===== src/design/sbsm_pkg.sv =====
// Shared types and constants for the serial bank switch mapper.
`default_nettype none

package sbsm_pkg;

  localparam int unsigned BANK_W    = 5;
  localparam int unsigned COUNT_W   = 6;
  localparam int unsigned ROM_W     = 19;
  localparam int unsigned RAM_BYTES = 8192;
  localparam int unsigned RAM_AW    = $clog2(RAM_BYTES);
  localparam int unsigned PRG_SHIFT = $clog2(16384);
  localparam int unsigned CHR_SHIFT = $clog2(4096);

  localparam logic [1:0] ACT_CPU_READ  = 2'd0;
  localparam logic [1:0] ACT_CPU_WRITE = 2'd1;
  localparam logic [1:0] ACT_PPU_READ  = 2'd2;

  localparam logic [2:0] KIND_RAM   = 3'd0;
  localparam logic [2:0] KIND_PRG   = 3'd1;
  localparam logic [2:0] KIND_CHR   = 3'd2;
  localparam logic [2:0] KIND_WRITE = 3'd3;
  localparam logic [2:0] KIND_NONE  = 3'd4;

  localparam logic CFG_PRG_COUNT = 1'b0;
  localparam logic CFG_CHR_COUNT = 1'b1;

  localparam logic [4:0] LOAD_EMPTY   = 5'h10;
  localparam logic [4:0] CTRL_RESET   = 5'h0C;
  localparam logic [5:0] PRG_CNT_RST  = 6'd2;
  localparam logic [4:0] CHR_CNT_RST  = 5'd1;

  localparam logic [1:0] REG_CONTROL  = 2'd0;
  localparam logic [1:0] REG_CHR_LOW  = 2'd1;
  localparam logic [1:0] REG_CHR_HIGH = 2'd2;
  localparam logic [1:0] REG_PRG      = 2'd3;

  typedef struct packed {
    logic [1:0]  action;
    logic [15:0] bus_address;
    logic [7:0]  write_value;
  } sbsm_in_t;

  typedef struct packed {
    logic [2:0]       result_kind;
    logic [7:0]       read_data;
    logic [ROM_W-1:0] rom_address;
    logic [1:0]       mirroring;
  } sbsm_out_t;

  typedef struct packed {
    logic               start;
    logic [BANK_W-1:0]  dividend;
    logic [COUNT_W-1:0] divisor;
  } sbsm_mod_req_t;

  typedef enum logic [2:0] {
    ST_IDLE = 3'b001,
    ST_DIV  = 3'b010,
    ST_DONE = 3'b100
  } sbsm_state_e;

endpackage

`default_nettype wire


===== src/design/sbsm_mod_unit.sv =====
// Bit-serial restoring remainder unit for bank index modulo bank count.
`default_nettype none

module sbsm_mod_unit
  import sbsm_pkg::*;
(
  input  wire logic               clk_i,
  input  wire logic               rst_ni,
  input  wire sbsm_mod_req_t      req_i,
  output logic                    done_o,
  output logic [COUNT_W-1:0]      rem_o
);

  localparam int unsigned CNT_W = $clog2(BANK_W);
  localparam logic [CNT_W-1:0] LAST_STEP = CNT_W'(BANK_W - 1);

  logic                busy_q, busy_d;
  logic                done_q, done_d;
  logic [CNT_W-1:0]    cnt_q, cnt_d;
  logic [BANK_W-1:0]   dvd_q, dvd_d;
  logic [COUNT_W-1:0]  dsr_q, dsr_d;
  logic [COUNT_W-1:0]  rem_q, rem_d;
  logic [COUNT_W:0]    trial;

  always_comb begin
    busy_d = busy_q;
    done_d = 1'b0;
    cnt_d  = cnt_q;
    dvd_d  = dvd_q;
    dsr_d  = dsr_q;
    rem_d  = rem_q;
    trial  = {rem_q, dvd_q[BANK_W-1]};
    if (req_i.start) begin
      busy_d = 1'b1;
      cnt_d  = '0;
      dvd_d  = req_i.dividend;
      dsr_d  = req_i.divisor;
      rem_d  = '0;
    end else if (busy_q) begin
      if (trial >= {1'b0, dsr_q}) begin
        rem_d = COUNT_W'(trial - {1'b0, dsr_q});
      end else begin
        rem_d = trial[COUNT_W-1:0];
      end
      dvd_d = {dvd_q[BANK_W-2:0], 1'b0};
      cnt_d = cnt_q + 1'b1;
      if (cnt_q == LAST_STEP) begin
        busy_d = 1'b0;
        done_d = 1'b1;
      end
    end
  end

  always_ff @(posedge clk_i or negedge rst_ni) begin
    if (!rst_ni) begin
      busy_q <= 1'b0;
      done_q <= 1'b0;
      cnt_q  <= '0;
    end else begin
      busy_q <= busy_d;
      done_q <= done_d;
      cnt_q  <= cnt_d;
    end
  end

  always_ff @(posedge clk_i) begin
    dvd_q <= dvd_d;
    dsr_q <= dsr_d;
    rem_q <= rem_d;
  end

  assign done_o = done_q;
  assign rem_o  = (dsr_q == '0) ? '0 : rem_q;

endmodule

`default_nettype wire


===== config.mk =====
export PLATFORM = sky130hd
export DESIGN_NAME = sbsm_mod_unit
export DESIGN_NICKNAME = d
export VERILOG_FILES = /design/src/design/sbsm_pkg.sv /design/src/design/sbsm_mod_unit.sv
export SDC_FILE = /design/constraint.sdc
export NUM_CORES = 1
export LEC_CHECK = 0
export BUFFER_PORTS_ARGS = -buffer_cell sky130_fd_sc_hd__buf_2
export CAP_MARGIN = 20
export CORE_MARGIN = 2
export CORE_UTILIZATION = 35
export DETAILED_ROUTE_END_ITERATION = 8
export SLEW_MARGIN = 10
export SYNTH_ARGS = -nofsm -noshare
export SYNTH_HDL_FRONTEND = slang
export SYNTH_SLANG_ARGS = --single-unit
export TNS_END_PERCENT = 1

===== constraint.sdc =====
create_clock -name clk_i -period 5.1 [get_ports clk_i]
set_clock_uncertainty 0.2 [all_clocks]
set_input_delay 0.255 -clock clk_i [delete_from_list [all_inputs] [get_ports clk_i]]
set_output_delay 0.255 -clock clk_i [all_outputs]
set_load 0.02 [all_outputs]

==> flow_metrics.env <==
export IMPL_clkPwrFrac_pct=13.0
export IMPL_cts_made_buffers=3
export IMPL_startpoint_type="flip-flop"
export IMPL_synth_warnings=0
export IMPL_track_usage_pct=12.39
export IMPL_yosysTopAreaCell="edfxtp_1"
export IMPL_grt_overflow=0
export IMPL_cts_reportedPaths_clkPinSlew_ns=0.12
export IMPL_clockBufferDepth=2
export IMPL_fmax_mhz=453.5
export IMPL_routabilityCongestion=0.7995
export IMPL_avgSynthCellArea_um2=10.52
export IMPL_yosys_top_cells_area="edfxtp_1 (26%), dfrtp_1 (9.9%), dfxtp_1 (9.5%)"
export IMPL_slew_headroom_pct=61.21
export IMPL_hold_viol_final=0
export IMPL_crit_fanout=4
export IMPL_postSynthCellCount=120
export IMPL_final_area_um2=1500
export IMPL_dp_slack_ns=2.900
export IMPL_rsz0062_at_grt="false"
export IMPL_route_detailed_drc=0
export IMPL_r2r_end="rem_q[1]"
export IMPL_core_area_um2=3390
export IMPL_reg2reg_depth=7
export IMPL_die_w_um=64.06
export IMPL_switchingPower_uw=290.2
export IMPL_syn2layout_area_growth_pct=18.83
export IMPL_post_dp_cell_area_um2=1394
export IMPL_synth_nets=144
export IMPL_drtPass1Iterations=4
export IMPL_worst_setup_path_end_kind="output port"
export IMPL_worstReg2RegStart="dsr_q[4]"
export IMPL_crit_end="rem_o[2]"
export IMPL_critPathKind="flip-flop to output port"
export IMPL_cp_required_ns=4.64
export IMPL_grt_antenna_before_repair=0
export IMPL_start_util_pct=37.25
export IMPL_postSynth_asyncResetShare_pct=22.73
export IMPL_n_antenna_cell=0
export IMPL_fin_crit_sh_pct=43.24
export IMPL_setup_viol=0
export IMPL_seq_power_share_pct=35.5
export IMPL_final_setup_worst_slack_ns=2.895
export IMPL_max_cap_violations=0
export IMPL_power_per_cell_area_nw_per_um2=482.4
export IMPL_clk_latency_ns=0.30
export IMPL_cts_hold_buffers=7
export IMPL_grt_pass1_wl_um=4029
export IMPL_post_cts_resized=0
export IMPL_synthFlopType="edfxtp_1"
export IMPL_vias_per_cell=4.635
export IMPL_cp_startpoint="dsr_q[1]"
export IMPL_p_int_uw=433.4
export IMPL_swShare_pct=40.11
export IMPL_grt_max_degree=26
export IMPL_h_tree_depth=1
export IMPL_tritoncts="built"
export IMPL_synth_edff_count=11
export IMPL_grt_pass1_vias=899
export IMPL_comb_power_share_pct=51.5
export IMPL_leakage_nw=0.6708
export IMPL_dieArea_um2=4104
export IMPL_drt_iter0_markers=40
export IMPL_postCtsSetupBuffers=0
export IMPL_worst_pin_slew_ns=0.5818
export IMPL_hp_class="input port to flip-flop"
export IMPL_pin_count=21
export IMPL_rrSetupSlack_ns=2.90
export IMPL_critical_path_arrival_ns=1.75
export IMPL_vias=890
export IMPL_fin_nets=171
export IMPL_synthesis_area_um2=1262
export IMPL_finalSetupTns_ns=0
export IMPL_ys_seq_area_share_pct=45.59
export IMPL_ys_types=40
export IMPL_port_buffers=20
export IMPL_period_needed_ns=2.205
export IMPL_drive_above_1_share_pct=22.60
export IMPL_cts_root_buf="clkbuf_4"
export IMPL_drv_slew=0
export IMPL_antenna_left=0
export IMPL_synth_seq_cells=22
export IMPL_clock_sinks=22
export IMPL_rows=21
export IMPL_place_hpwl_um=1716
export IMPL_status="complete, no violations"
export IMPL_routedWlPerCell_um=11.68
export IMPL_netlist_area_leader_share_pct=26.16
export IMPL_chipHeight_um=64.06
export IMPL_ir_drop_uv=151.6
export IMPL_wirelength_um=2243
-- cells by family after synthesis --
family	share of synthesized area [%]
AOI/OAI and AO/OA	12.69
xor gates and xnor gates	3.469
adders and majority gates	10.51
buffers and inverters	5.351
DFF	45.59
muxes	6.739
and+or+nand+nor	15.66
-- per-stage QoR --
| stage | hold WS [ns] | util (%) | instances | power [mW] |
|---|---|---|---|---|
| 4_1_cts | 0.01885 | 44.26 | 192 | 0.7316 |
| 5_1_grt | 0.008486 | 44.26 | 192 | 0.7873 |
| 2_1_floorplan | -0.2406 | - | 120 | 0.5570 |
| 6_report | 0.03012 | 44.26 | 192 | 0.7236 |
| 3_5_place_dp | -0.1266 | 41.12 | 181 | 0.6322 |
| 3_3_place_gp | -0.1311 | 41.12 | 181 | 0.6195 |
-- metal layers --
layer	track usage [%]	routed length, um
met3	2.289	81
met2	21.22	1120
met5	0	0
met1	16.29	1042
met4	2.446	0
-- worst max-delay path, cell delays in order (launching register included) --
cell      delay, ns
edfxtp_1       0.46
nor4_1         0.48
nand2_1        0.18
and2_1         0.18
buf_2          0.15
-- how the worst min path moves through the flow --
stage                         from        to  slack [ns]  depth (start not counted)
after floorplan             rst_ni    busy_q       -0.24                          0
after detailed placement    rst_ni    done_o       -0.13                          1
after global placement      rst_ni    done_o       -0.13                          1
after global routing      req_i[6]  dvd_q[0]       0.008                          2
final                     req_i[6]  dvd_q[0]        0.03                          2
after CTS                 req_i[6]  dvd_q[0]        0.02                          2
-- Yosys cell counts (2+ instances only) --
library cell and count:
xor2_1 3, mux2_2 4, clkbuf_1 3, nand2_1 6, a21oi_1 7, a211oi_1 3, and2_1 5, nor2_1 15
xnor2_1 2, edfxtp_1 11, mux2i_1 4, dfrtp_1 5, ha_1 9, nand2b_1 2, inv_1 11, dfxtp_1 6
-- power groups by stage --
stage                     Clock [mW]  Combinational, mW  Sequential (mW)
after floorplan                    0              0.308            0.249
after global placement             0              0.359            0.261
after detailed placement           0              0.370            0.262
after CTS                     0.0985              0.375            0.258
after global routing           0.106              0.417            0.264
final                         0.0940              0.373            0.257
-- state kept, by name (all words and copies together) (netlist names) --
| name | count |
|---|---|
| dsr_q | 6 |
| done_o | 1 |
| cnt_q | 3 |
| rem_q | 6 |
| dvd_q | 5 |
| busy_q | 1 |
-- cells in the final DEF (no fill, tap or decap), types with 2 or more instances in the layout --
cell	count
mux2_2	4
xor2_1	3
nor2_1	15
mux2i_1	4
dlygate4sd3_1	7
a211oi_1	3
clkbuf_4	3
edfxtp_1	11
nand2_1	6
ha_1	9
and2_1	5
buf_2	20
a21oi_1	7
dfrtp_1	5
xnor2_1	2
inv_1	11
nand2b_1	2
dfxtp_1	6
-- layout make-up --
class,count,area [um^2]
Timing Repair Buffer,27,170.2
Inverter,11,41.29
Multi-Input combinational cell,82,619.3
Sequential cell,22,575.6
Clock buffer,4,36.28
Fill cell,324,1889
Tap cell,46,57.56
(Power assumes the default switching activity.)
